### config.mk
export PLATFORM = sky130hd
export DESIGN_NAME = sorted_table_search_insert_remove
export DESIGN_NICKNAME = d
export VERILOG_FILES = /design/src/hw/rtl/sts_pkg.sv /design/src/hw/rtl/sorted_table_search_insert_remove.sv
export SDC_FILE = /design/constraint.sdc
export NUM_CORES = 2
export LEC_CHECK = 0
export BUFFER_PORTS_ARGS = -buffer_cell sky130_fd_sc_hd__buf_2
export CAP_MARGIN = 20
export CORE_AREA = 2 2 448 495
export CTS_BUF_LIST = sky130_fd_sc_hd__clkbuf_4 sky130_fd_sc_hd__clkbuf_8 sky130_fd_sc_hd__clkbuf_16
export CTS_CLUSTER_SIZE = 28
export DETAILED_ROUTE_END_ITERATION = 10
export DIE_AREA = 0 0 450 497
export GPL_TIMING_DRIVEN = 1
export PLACE_DENSITY_LB_ADDON = 0.25
export SYNTH_ARGS = -nofsm -noshare
export SYNTH_HDL_FRONTEND = slang
export SYNTH_SLANG_ARGS = --single-unit
### constraint.sdc
create_clock -name clk -period 7.05 [get_ports clk]
set_input_delay 0 -clock clk [delete_from_list [all_inputs] [get_ports clk]]
set_output_delay 0 -clock clk [all_outputs]
set_load 0.01 [all_outputs]
### src/hw/rtl/sts_pkg.sv
package sts_pkg;

    localparam int CAPACITY  = 64;
    localparam int KEY_WIDTH = 32;
    localparam int IDX_W     = 6;
    localparam int CNT_W     = 7;

    localparam logic [1:0] CMD_SEARCH = 2'd0;
    localparam logic [1:0] CMD_INSERT = 2'd1;
    localparam logic [1:0] CMD_REMOVE = 2'd2;

    localparam logic [1:0] STATUS_OK    = 2'd0;
    localparam logic [1:0] STATUS_RANGE = 2'd1;
    localparam logic [1:0] STATUS_FULL  = 2'd2;

    typedef struct packed {
        logic [1:0]           cmd;
        logic [KEY_WIDTH-1:0] key;
        logic                 whole_table;
        logic [IDX_W-1:0]     range_low;
        logic [IDX_W-1:0]     range_high;
    } req_t;

    typedef struct packed {
        logic             found;
        logic [CNT_W-1:0] position;
        logic [CNT_W-1:0] entry_count;
        logic [1:0]       status;
    } rsp_t;

    typedef enum logic [2:0] {
        ST_IDLE,
        ST_SEARCH,
        ST_CMP,
        ST_WALK,
        ST_WALK_CMP,
        ST_ACT,
        ST_SHIFT
    } state_t;

endpackage

### src/hw/rtl/sorted_table_search_insert_remove.sv
// Flow: an empty-table or range-error item is answered straight from idle;
//   otherwise each binary search step and each entry walked back is a read
//   then a compare, and an insert or remove shifts the moved entries (one
//   memory port); worst case walks back 63 equal entries, then shifts 63.
// Throughput: one item at a time; busy, if raised, holds until its result strobe.
// Reset: count and sort order cleared, no clearing pass; results never stall.
module sorted_table_search_insert_remove
    import sts_pkg::*;
(
    input  logic clk,
    input  logic rst_n,
    input  logic start,
    output logic busy,
    input  req_t req,
    output logic done,
    output rsp_t rsp,
    input  logic cfg_valid,
    output logic cfg_ready,
    input  logic cfg_data
);

    logic [KEY_WIDTH-1:0] mem [CAPACITY];

    state_t               state_reg, state_next;
    logic [1:0]           cmd_reg, cmd_next;
    logic [KEY_WIDTH-1:0] key_reg, key_next;
    logic [CNT_W-1:0]     lo_reg, lo_next;
    logic [CNT_W-1:0]     hp_reg, hp_next;
    logic [IDX_W-1:0]     mid_reg, mid_next;
    logic [CNT_W-1:0]     pos_reg, pos_next;
    logic                 found_reg, found_next;
    logic [IDX_W-1:0]     src_reg, src_next;
    logic [IDX_W-1:0]     wsrc_reg, wsrc_next;
    logic [CNT_W-1:0]     rem_reg, rem_next;
    logic                 pend_reg, pend_next;
    logic [CNT_W-1:0]     count_reg, count_next;
    logic                 desc_reg;
    logic                 done_reg, done_next;
    rsp_t                 rsp_reg, rsp_next;
    logic [KEY_WIDTH-1:0] rd_data_reg;

    logic                 mem_we;
    logic [IDX_W-1:0]     mem_waddr;
    logic [KEY_WIDTH-1:0] mem_wdata;
    logic [IDX_W-1:0]     rd_addr;
    logic [CNT_W:0]       mid_sum;
    logic                 range_bad;
    logic                 is_ins;

    assign busy      = (state_reg != ST_IDLE);
    assign done      = done_reg;
    assign rsp       = rsp_reg;
    assign cfg_ready = ~busy;
    assign is_ins    = (cmd_reg == CMD_INSERT);
    assign mid_sum   = {1'b0, lo_reg} + {1'b0, hp_reg} - (CNT_W+1)'(1);

    always_comb
    begin
        if (req.whole_table)
        begin
            range_bad = (count_reg == '0);
        end
        else
        begin
            range_bad = ({1'b0, req.range_low} >= count_reg)
                     || ({1'b0, req.range_high} >= count_reg)
                     || (req.range_low > req.range_high);
        end
    end

    always_comb
    begin
        state_next = state_reg;
        cmd_next   = cmd_reg;
        key_next   = key_reg;
        lo_next    = lo_reg;
        hp_next    = hp_reg;
        mid_next   = mid_reg;
        pos_next   = pos_reg;
        found_next = found_reg;
        src_next   = src_reg;
        wsrc_next  = wsrc_reg;
        rem_next   = rem_reg;
        pend_next  = pend_reg;
        count_next = count_reg;
        done_next  = 1'b0;
        rsp_next   = rsp_reg;
        mem_we     = 1'b0;
        mem_waddr  = '0;
        mem_wdata  = key_reg;
        rd_addr    = '0;

        case (state_reg)
            ST_IDLE:
            begin
                if (start)
                begin
                    if ((count_reg == '0) && req.whole_table && (req.cmd != CMD_REMOVE))
                    begin
                        if (req.cmd == CMD_INSERT)
                        begin
                            mem_we     = 1'b1;
                            mem_waddr  = '0;
                            mem_wdata  = req.key;
                            count_next = CNT_W'(1);
                        end
                        rsp_next.found       = 1'b0;
                        rsp_next.position    = '0;
                        rsp_next.entry_count = count_next;
                        rsp_next.status      = STATUS_OK;
                        done_next            = 1'b1;
                    end
                    else if (range_bad)
                    begin
                        rsp_next.found       = 1'b0;
                        rsp_next.position    = '0;
                        rsp_next.entry_count = count_reg;
                        rsp_next.status      = STATUS_RANGE;
                        done_next            = 1'b1;
                    end
                    else
                    begin
                        cmd_next   = req.cmd;
                        key_next   = req.key;
                        found_next = 1'b0;
                        pend_next  = 1'b0;
                        if (req.whole_table)
                        begin
                            lo_next = '0;
                            hp_next = count_reg;
                        end
                        else
                        begin
                            lo_next = {1'b0, req.range_low};
                            hp_next = {1'b0, req.range_high} + CNT_W'(1);
                        end
                        state_next = ST_SEARCH;
                    end
                end
            end

            ST_SEARCH:
            begin
                if (lo_reg < hp_reg)
                begin
                    rd_addr    = mid_sum[IDX_W:1];
                    mid_next   = mid_sum[IDX_W:1];
                    state_next = ST_CMP;
                end
                else
                begin
                    pos_next   = hp_reg;
                    found_next = 1'b0;
                    state_next = ST_ACT;
                end
            end

            ST_CMP:
            begin
                if (rd_data_reg == key_reg)
                begin
                    pos_next   = {1'b0, mid_reg};
                    found_next = 1'b1;
                    state_next = ST_WALK;
                end
                else
                begin
                    if (desc_reg ? (key_reg > rd_data_reg) : (key_reg < rd_data_reg))
                    begin
                        hp_next = {1'b0, mid_reg};
                    end
                    else
                    begin
                        lo_next = {1'b0, mid_reg} + CNT_W'(1);
                    end
                    state_next = ST_SEARCH;
                end
            end

            ST_WALK:
            begin
                if (pos_reg == '0)
                begin
                    state_next = ST_ACT;
                end
                else
                begin
                    rd_addr    = IDX_W'(pos_reg - CNT_W'(1));
                    state_next = ST_WALK_CMP;
                end
            end

            ST_WALK_CMP:
            begin
                if (rd_data_reg == key_reg)
                begin
                    pos_next   = pos_reg - CNT_W'(1);
                    state_next = ST_WALK;
                end
                else
                begin
                    state_next = ST_ACT;
                end
            end

            ST_ACT:
            begin
                if (is_ins && (count_reg < CNT_W'(CAPACITY)))
                begin
                    rem_next   = count_reg - pos_reg;
                    src_next   = IDX_W'(count_reg - CNT_W'(1));
                    pend_next  = 1'b0;
                    state_next = ST_SHIFT;
                end
                else if ((cmd_reg == CMD_REMOVE) && found_reg)
                begin
                    rem_next   = count_reg - pos_reg - CNT_W'(1);
                    src_next   = IDX_W'(pos_reg + CNT_W'(1));
                    pend_next  = 1'b0;
                    state_next = ST_SHIFT;
                end
                else
                begin
                    rsp_next.found       = found_reg;
                    rsp_next.position    = pos_reg;
                    rsp_next.entry_count = count_reg;
                    rsp_next.status      = is_ins ? STATUS_FULL : STATUS_OK;
                    done_next            = 1'b1;
                    state_next           = ST_IDLE;
                end
            end

            ST_SHIFT:
            begin
                // read one source per cycle, write it one slot over the next
                if (rem_reg != '0)
                begin
                    rd_addr   = src_reg;
                    wsrc_next = src_reg;
                    pend_next = 1'b1;
                    rem_next  = rem_reg - CNT_W'(1);
                    src_next  = is_ins ? (src_reg - IDX_W'(1)) : (src_reg + IDX_W'(1));
                end
                else
                begin
                    pend_next = 1'b0;
                end

                if (pend_reg)
                begin
                    mem_we    = 1'b1;
                    mem_waddr = is_ins ? (wsrc_reg + IDX_W'(1)) : (wsrc_reg - IDX_W'(1));
                    mem_wdata = rd_data_reg;
                end
                else if (rem_reg == '0)
                begin
                    if (is_ins)
                    begin
                        mem_we     = 1'b1;
                        mem_waddr  = pos_reg[IDX_W-1:0];
                        mem_wdata  = key_reg;
                        count_next = count_reg + CNT_W'(1);
                    end
                    else
                    begin
                        count_next = count_reg - CNT_W'(1);
                    end
                    rsp_next.found       = found_reg;
                    rsp_next.position    = pos_reg;
                    rsp_next.entry_count = count_next;
                    rsp_next.status      = STATUS_OK;
                    done_next            = 1'b1;
                    state_next           = ST_IDLE;
                end
            end

            default:
            begin
                state_next = ST_IDLE;
            end
        endcase
    end

    always_ff @(posedge clk or negedge rst_n)
    begin
        if (!rst_n)
        begin
            state_reg <= ST_IDLE;
            count_reg <= '0;
            desc_reg  <= 1'b0;
            done_reg  <= 1'b0;
            pend_reg  <= 1'b0;
        end
        else
        begin
            state_reg <= state_next;
            count_reg <= count_next;
            done_reg  <= done_next;
            pend_reg  <= pend_next;
            if (cfg_valid && cfg_ready)
            begin
                desc_reg <= cfg_data;
            end
        end
    end

    always_ff @(posedge clk)
    begin
        cmd_reg   <= cmd_next;
        key_reg   <= key_next;
        lo_reg    <= lo_next;
        hp_reg    <= hp_next;
        mid_reg   <= mid_next;
        pos_reg   <= pos_next;
        found_reg <= found_next;
        src_reg   <= src_next;
        wsrc_reg  <= wsrc_next;
        rem_reg   <= rem_next;
        rsp_reg   <= rsp_next;
    end

    always_ff @(posedge clk)
    begin
        if (mem_we)
        begin
            mem[mem_waddr] <= mem_wdata;
        end
        rd_data_reg <= mem[rd_addr];
    end

endmodule

# [Word-level counts from Yosys, hierarchy flattened]
# Memory sizes are Yosys's and may differ from the RTL's. A register that Yosys moved wholly into a read port is not among the register bits.
# Index checks and enable logic that the tools add are counted.
[op_classes] add_sub_neg=15 order_cmp=7 eq_ne=28 n_mux=98 n_bitwise=3 n_reduce_logical=31
[op_table] cell="7-bit 2-to-1 mux" count=23
[op_table] cell="32-bit 2-to-1 mux" count=4
[op_table] cell="17-bit 2-to-1 mux" count=7
[op_table] cell="6-bit 2-to-1 mux" count=13
[op_table] cell="32-bit case mux with 2 select lines" count=1
[op_table] cell="7-bit case mux with 2 select lines" count=4
[op_table] cell="17-bit case mux with 3 select lines" count=1
[op_table] cell="7-bit by 1-bit subtractor with 7-bit output, second input constant" count=5
[op_table] cell="32-bit == test" count=1
[op_table] cell="32-bit greater-than comparator" count=1
[op_table] cell="32-bit < comparator" count=1
[op_table] cell="2-bit != test, second input constant" count=16
[op_table] cell="3-bit 2-to-1 mux" count=9
[op_table] cell="1-bit 2-to-1 mux" count=26
[op_table] cell="7-bit zero test" count=3
[op_table] cell="3-bit case mux with 7 select lines" count=1
[op_table] cell="7-bit case mux with 3 select lines" count=1
[op_table] cell="6-bit by 1-bit adder with 6-bit output, second input constant" count=3
[op_table] cell="6-bit case mux with 3 select lines" count=1
[op_table] cell="6-bit AND reduction" count=3
[op_table] cell="5-bit AND reduction" count=3
[op_table] cell="6-bit by 1-bit adder with 7-bit output, second input constant" count=2
[op_table] cell="6-bit by 7-bit greater-or-equal comparator with 1-bit output" count=2
[op_table] cell="6-bit case mux with 2 select lines" count=1
[op_table] cell="other kinds (27)" count=50
[totals] ff_bits=111 ramBits=2048 inputBits=52 out_inout_bits=20 n_memories=1
[memory_table] memory="mem" depth=64 width=32 read_ports=1 rd_ports_with_merged_regs=1 write_ports=1 line="sorted_table_search_insert_remove.sv:22" rtl="logic [KEY_WIDTH-1:0] mem [CAPACITY];"

# [Longest topological paths before layout]
[logic_depth] depth_word=8 mapped_depth=17

# [Worst setup path before layout]
# Ideal clock, no wire load.
[synth_path] path_kind="register to register" startpoint="reg count_reg[0]" endpoint="mem mem[44][0] (enable)" t_arrival_ps=3903 t_required_ps=6629 slack_ps=2726 stages_incl_launch_ff=11 path_buffers=0 period_less_slack_ps=4324 path_cell_list="dfrtp_1 > inv_1 > ha_1 > nand3_1 > nor4_1 > nand2_1 > nor2_1 > o31a_1 > nor2b_1 > nand2_1 > nor2_1"
[synth_via] elab_chain_cells=8
[synth_lines] item="start: declaration" line="sorted_table_search_insert_remove.sv:36" rtl="logic [CNT_W-1:0] count_reg, count_next;"
[synth_lines] item="start signal: assignment" line="sorted_table_search_insert_remove.sv:297" rtl="count_reg <= count_next;"
[synth_lines] item="7-bit zero test" line="sorted_table_search_insert_remove.sv:98" rtl="if ((count_reg == '0) && req.whole_table && (req.cmd != CMD_REMOVE))"
[synth_lines] item="1-bit logical AND (2 in a row)" line="sorted_table_search_insert_remove.sv:98"
[synth_lines] item="1-bit 2-to-1 mux" line="sorted_table_search_insert_remove.sv:98"
[synth_lines] item="1-bit 2-to-1 mux" line="sorted_table_search_insert_remove.sv:96" rtl="if (start)"
[synth_lines] item="1-bit case mux with 2 select lines" line="sorted_table_search_insert_remove.sv:93" rtl="case (state_reg)"
[synth_lines] item="1-bit 2-to-1 mux" line="sorted_table_search_insert_remove.sv:324" rtl="if (mem_we)"
[synth_lines] item="1-bit 2-to-1 mux (implied by the code)" line="sorted_table_search_insert_remove.sv:326" rtl="mem[mem_waddr] <= mem_wdata;"
[synth_lines] item="end: declaration" line="sorted_table_search_insert_remove.sv:22"
# No other way between the ends.

# [Worst setup path in the final report]
[layout_path] startpoint="reg pos_reg[0]" endpoint="reg rd_data_reg[31] (read register of mem)"
[layout_via] elab_chain_cells=3 word_cells_on_any_way=4
[layout_lines] item="start: declaration" line="sorted_table_search_insert_remove.sv:30" rtl="logic [CNT_W-1:0] pos_reg, pos_next;"
[layout_lines] item="start signal: assignment" line="sorted_table_search_insert_remove.sv:314" rtl="pos_reg <= pos_next;"
[layout_lines] item="7-bit by 1-bit subtractor with 7-bit output or 7-bit zero test (tied branches)"
[layout_lines] item="6-bit 2-to-1 mux (*)" line="sorted_table_search_insert_remove.sv:182" rtl="if (pos_reg == '0)"
[layout_lines] item="6-bit case mux with 3 select lines (*)" line="sorted_table_search_insert_remove.sv:93"
[layout_lines] item="end: declaration" line="sorted_table_search_insert_remove.sv:40" rtl="logic [KEY_WIDTH-1:0] rd_data_reg;"
# Mark *: on every way between the ends. The rest lies on a longest branch, timed or not.
# A chain may end at the register's enable or synchronous reset.

==> tab_implementation.tex <==
\begin{tabular}{lr}
\hline
Metric & Value \\
\hline
\multicolumn{2}{l}{\textbf{Clocking}} \\
\quad Clock tree sinks & 2191 \\
\quad Register clock-pin slew on the reported worst setup and hold paths & around 60 ps \\
\quad CTS H-Tree Depth & 4 \\
\quad Number of buffers on the longest clock path & 3 \\
\quad Post-CTS setup repair buffer count & 0 \\
\quad Clock Latency Late Sink & 890 ps \\
\quad TritonCTS clock tree & built \\
\quad Root buffer cell & clkbuf\_16 \\
\quad CTS buffer count & around 220 \\
\multicolumn{2}{l}{\textbf{Worst setup path}} \\
\quad Launching element type of the critical path & flip-flop \\
\quad Data arrival, critical path & around 6400 ps \\
\quad Worst path slowest cell & a2111oi\_2 \\
\quad Kind of end point of the critical path & flip-flop \\
\quad Top cell by count, worst path & buf\_12 \\
\quad Required time of the critical path & a little under 8000 ps \\
\quad Cell breakdown of the critical path & inv\_1, ha\_1, nor4b\_4, a211oi\_4, a22oi\_1, o21a\_4, buf\_12, buf\_12, mux4\_2, a2111oi\_2, a21oi\_1, or4\_1 \\
\quad Slack of the worst reg-to-reg path & between 1000 and 1500 ps \\
\quad Cells on worst reg2reg path & 12 \\
\quad Crit path max-delay family & compound AO/OA/AOI/OAI gates \\
\quad Crit-path max FO & 30 \\
\quad End of the worst register-to-register path & rd\_data\_reg[31]\$\_DFF\_P\_ \\
\quad Worst path max stage delay & 850 ps \\
\quad Sum of buffers and inverters on the critical path & 3 \\
\quad Crit path kind & reg2reg \\
\quad Startpoint of the lowest-slack register-to-register path & pos\_reg[0]\$\_DFFE\_PP\_ \\
\multicolumn{2}{l}{\textbf{Die}} \\
\quad Area of the die & around 220000 um2 \\
\quad Die outline width & 450 um \\
\quad Num rows & 180 \\
\quad Core area & approximately 220000 um2 \\
\quad Floorplan die height & 497 um \\
\quad I/O pin count & 72 \\
\quad Initial core utilization & $\sim$40\% \\
\multicolumn{2}{l}{\textbf{Timing}} \\
\quad Smallest hold slack & between 150 and 200 ps \\
\quad Final Hold Viols & 0 \\
\quad Max-slew violation count & 0 \\
\quad Period utilization & around four fifths \\
\quad Clock tree skew after final layout & between 50 and 60 ps \\
\quad Setup total negative slack & 0 ps \\
\quad Worst slew margin & between 10\% and 20\% \\
\quad Final number of setup-violating endpoints & 0 \\
\quad Setup repair after global routing missed its margin & false \\
\quad Worst slew pin tran & 1250 ps \\
\quad Achievable clock frequency & between 150 and 200 MHz \\
\quad Final worst path period need & $\sim$5700 ps \\
\multicolumn{2}{l}{\textbf{Place}} \\
\quad Hpwl dp & $\sim$160000 um \\
\quad Final GP Congestion & between 0.9 and 1 \\
\quad Port Buffer Count & 71 \\
\multicolumn{2}{l}{\textbf{Layout}} \\
\quad Largest register FFs & 2048 \\
\quad Ratio of cells with drive above 1 in the final layout & roughly 22\% \\
\quad Signed area change from the synthesized netlist to the final layout & 15.6\% \\
\quad Filler cell count in the final layout & approximately 19000 \\
\quad Post-layout nets & roughly 5300 \\
\quad Top library cells by usage in the layout, fill and taps aside & 2146 x edfxtp\_1, 540 x nand2\_1, 344 x mux4\_2 \\
\quad Most frequent standard cell in the layout excluding fill and tap cells & edfxtp\_1 \\
\quad Post-Route Utilization & 46.2\% \\
\multicolumn{2}{l}{\textbf{Yosys}} \\
\quad Most common flop cell mapped by yosys & edfxtp\_1 \\
\quad Post-Synthesis Net Count & approximately 5000 \\
\quad Total of warnings raised by yosys & 0 \\
\quad Register bit total from synthesis & $\sim$2200 \\
\quad Post-Synthesis Cells & between 4000 and 5000 \\
\quad Average size of a mapped cell & approximately 18 um2 \\
\quad Share of synthesized registers carrying an async set or reset & less than 1\% \\
\quad Sequential area share after synthesis & between 70 and 80\% \\
\quad Number of distinct library cells after synthesis & around 80 \\
\quad Area of the mapped netlist & between 80000 and 90000 um2 \\
\quad Number of synthesized flops with an enable pin & $\sim$2100 \\
\multicolumn{2}{l}{\textbf{Routing}} \\
\quad Post-detailed-routing wire length & 259000 um \\
\quad Routed via count divided by cell count & about 5.8 \\
\quad Average wire per standard cell & between 30 and 40 um \\
\quad DRC viols & 0 \\
\quad Routed Antenna Nets & 0 \\
\quad Number of iterations in the first detailed-routing pass & 6 \\
\quad Detailed Route Iter0 Violations & 5965 \\
\quad Total vias in the final route & between 40000 and 50000 \\
\multicolumn{2}{l}{\textbf{Flow run}} \\
\quad Max-cap check violation count & 0 \\
\multicolumn{2}{l}{\textbf{Power}} \\
\quad Worst IR Drop VDD & between 300 and 400 uV \\
\quad Power per Cell Area & between 400 and 500 nW/um2 \\
\quad Leakage power & roughly 33 nW \\
\multicolumn{2}{l}{\textbf{Global routing}} \\
\quad Overflow left after global routing & 0 \\
\quad First-pass GRT wire length & approximately 360000 um \\
\quad Global Route Usage Sum & a little under a quarter \\
\quad Via count of the first global-routing pass & 47400 \\
\quad Largest net degree at the start of global routing & approximately 140 \\
\quad Initial antenna violation count & 26 \\
\multicolumn{2}{l}{\textbf{Min path}} \\
\quad Worst hold stages & 4 \\
\quad Type of the worst min-delay path & in2reg \\
\quad Source of the worst hold timing path & req[45] \\
\quad Capture endpoint of the worst hold path & rsp[0]\$\_DFFE\_PP\_ \\
\multicolumn{2}{l}{\textbf{Outcome}} \\
\quad Status & finished, final reports clean \\
\hline
\end{tabular}
metal layers:
layer / up-vias / global-route usage [%] / part of all wire, %
li1: 20100 / - / -
met1: 25600 / 31.7 / 41
met2: 2271 / 35.9 / 47
met3: 453 / 4.10 / 8.2
met4: 6 / 9.00 / 4.1
met5: - / 0 / 0.013
power by group:
group	total [W]	leakage [nW]	internal [W]	switching, W
combinational	0.0139	10.2	0.00485	0.00900
sequential	0.0155	19.7	0.0151	0.000318
clock	0.0113	3.46	0.00636	0.00497
total	0.0406	33.4	0.0263	0.0143
per-stage QoR:
stage	power (W)	setup WS, ps	area, um2	std cells
floorplan	0.0234	2730	87100	4811
global placement	0.0293	1140	92600	7757
detailed placement	0.0295	1450	92800	7770
CTS	0.0407	1420	101000	8265
global route	0.0420	1190	101000	8270
finish	0.0406	1370	101000	8285
area by class of cell:
type,instances,area (um2),share of cell area (%)
sequential,2191,65400,64.9
multi-input combinational,2276,20900,20.8
clock buffer,275,5910,5.87
tap,2912,3640,3.62
timing repair buffer,399,3420,3.40
clock inverter,122,998,0.991
inverter,92,345,0.343
antenna,18,45.0,0.0447
cell families (layout without fill, tap and decap cells):
family,Yosys count,count (layout),synth area share (%)
xor+xnor,58,58,0.583
buf+inv,344,888,1.73
other cells,0,18,0
flops,2191,2191,75.1
fa+ha+maj,94,94,1.38
simple gates,888,888,4.43
compound gates,691,691,5.57
mux,545,545,11.2
worst max path at each step:
stage | from | endpoint | cells past startpoint
final | pos_reg[0]$_DFFE_PP_ | rd_data_reg[31]$_DFF_P_ | 12
after detailed placement | hp_reg[1]$_DFFE_PP_ | rd_data_reg[9]$_DFF_P_ | 16
after global routing | pos_reg[0]$_DFFE_PP_ | rd_data_reg[24]$_DFF_P_ | 12
after floorplan | count_reg[0]$_DFFE_PN0P_ | mem[44][0]$_DFFE_PP_ | 10
after CTS | hp_reg[1]$_DFFE_PP_ | rd_data_reg[9]$_DFF_P_ | 16
after global placement | hp_reg[1]$_DFFE_PP_ | rd_data_reg[2]$_DFF_P_ | 16
cell usage after synthesis, types with 4 or more instances:
library cell  number  area share [%]
a2111oi_2         28            0.48
a211oi_1           7           0.060
a21o_1            28            0.24
a21oi_1          257             1.5
a221o_1           29            0.33
a22oi_1           77            0.66
a31oi_1           31            0.22
a41oi_1           38            0.38
and2_1             4           0.029
buf_1             34            0.15
buf_2             66            0.38
buf_4             18            0.16
buf_6              9            0.12
clkbuf_1         125            0.54
dfrtp_1           13            0.37
dfxtp_1           32            0.74
edfxtp_1        2146              74
fa_1               4           0.092
ha_1              88             1.3
inv_1             88            0.38
mux2i_1          199             2.3
mux4_2           344             8.9
nand2_1          545             2.3
nand2b_1          13           0.093
nand3_1           28            0.16
nand3b_1           6           0.052
nand4_1           10           0.072
nor2_1           119            0.51
nor2b_1           11           0.079
nor3_1            71            0.41
nor4_1            32            0.23
o211ai_1           7           0.060
o21a_1             9           0.078
o21ai_0           46            0.26
o21bai_1           4           0.034
o22a_1            29            0.29
o22ai_1           39            0.28
o31ai_1            6           0.052
o32a_1            27            0.31
or4_1             33            0.28
xnor2_1           40            0.40
xor2_1            18            0.18
what timing repair did:
item | in CTS | in global routing
hold buffers | 98 | 0
hold endpoints to repair | 202 | 0
gates resized for setup | 0 | 0
worst reg2reg max path, cell delays in order, from the launching register on:
cell and delay [ps]:
edfxtp_1 500, inv_1 200, ha_1 260, nor4b_4 330
a211oi_4 150, a22oi_1 380, o21a_4 650, buf_12 370
buf_12 250, mux4_2 540, a2111oi_2 850, a21oi_1 490
or4_1 570
Power figures use the tool's default switching activity.
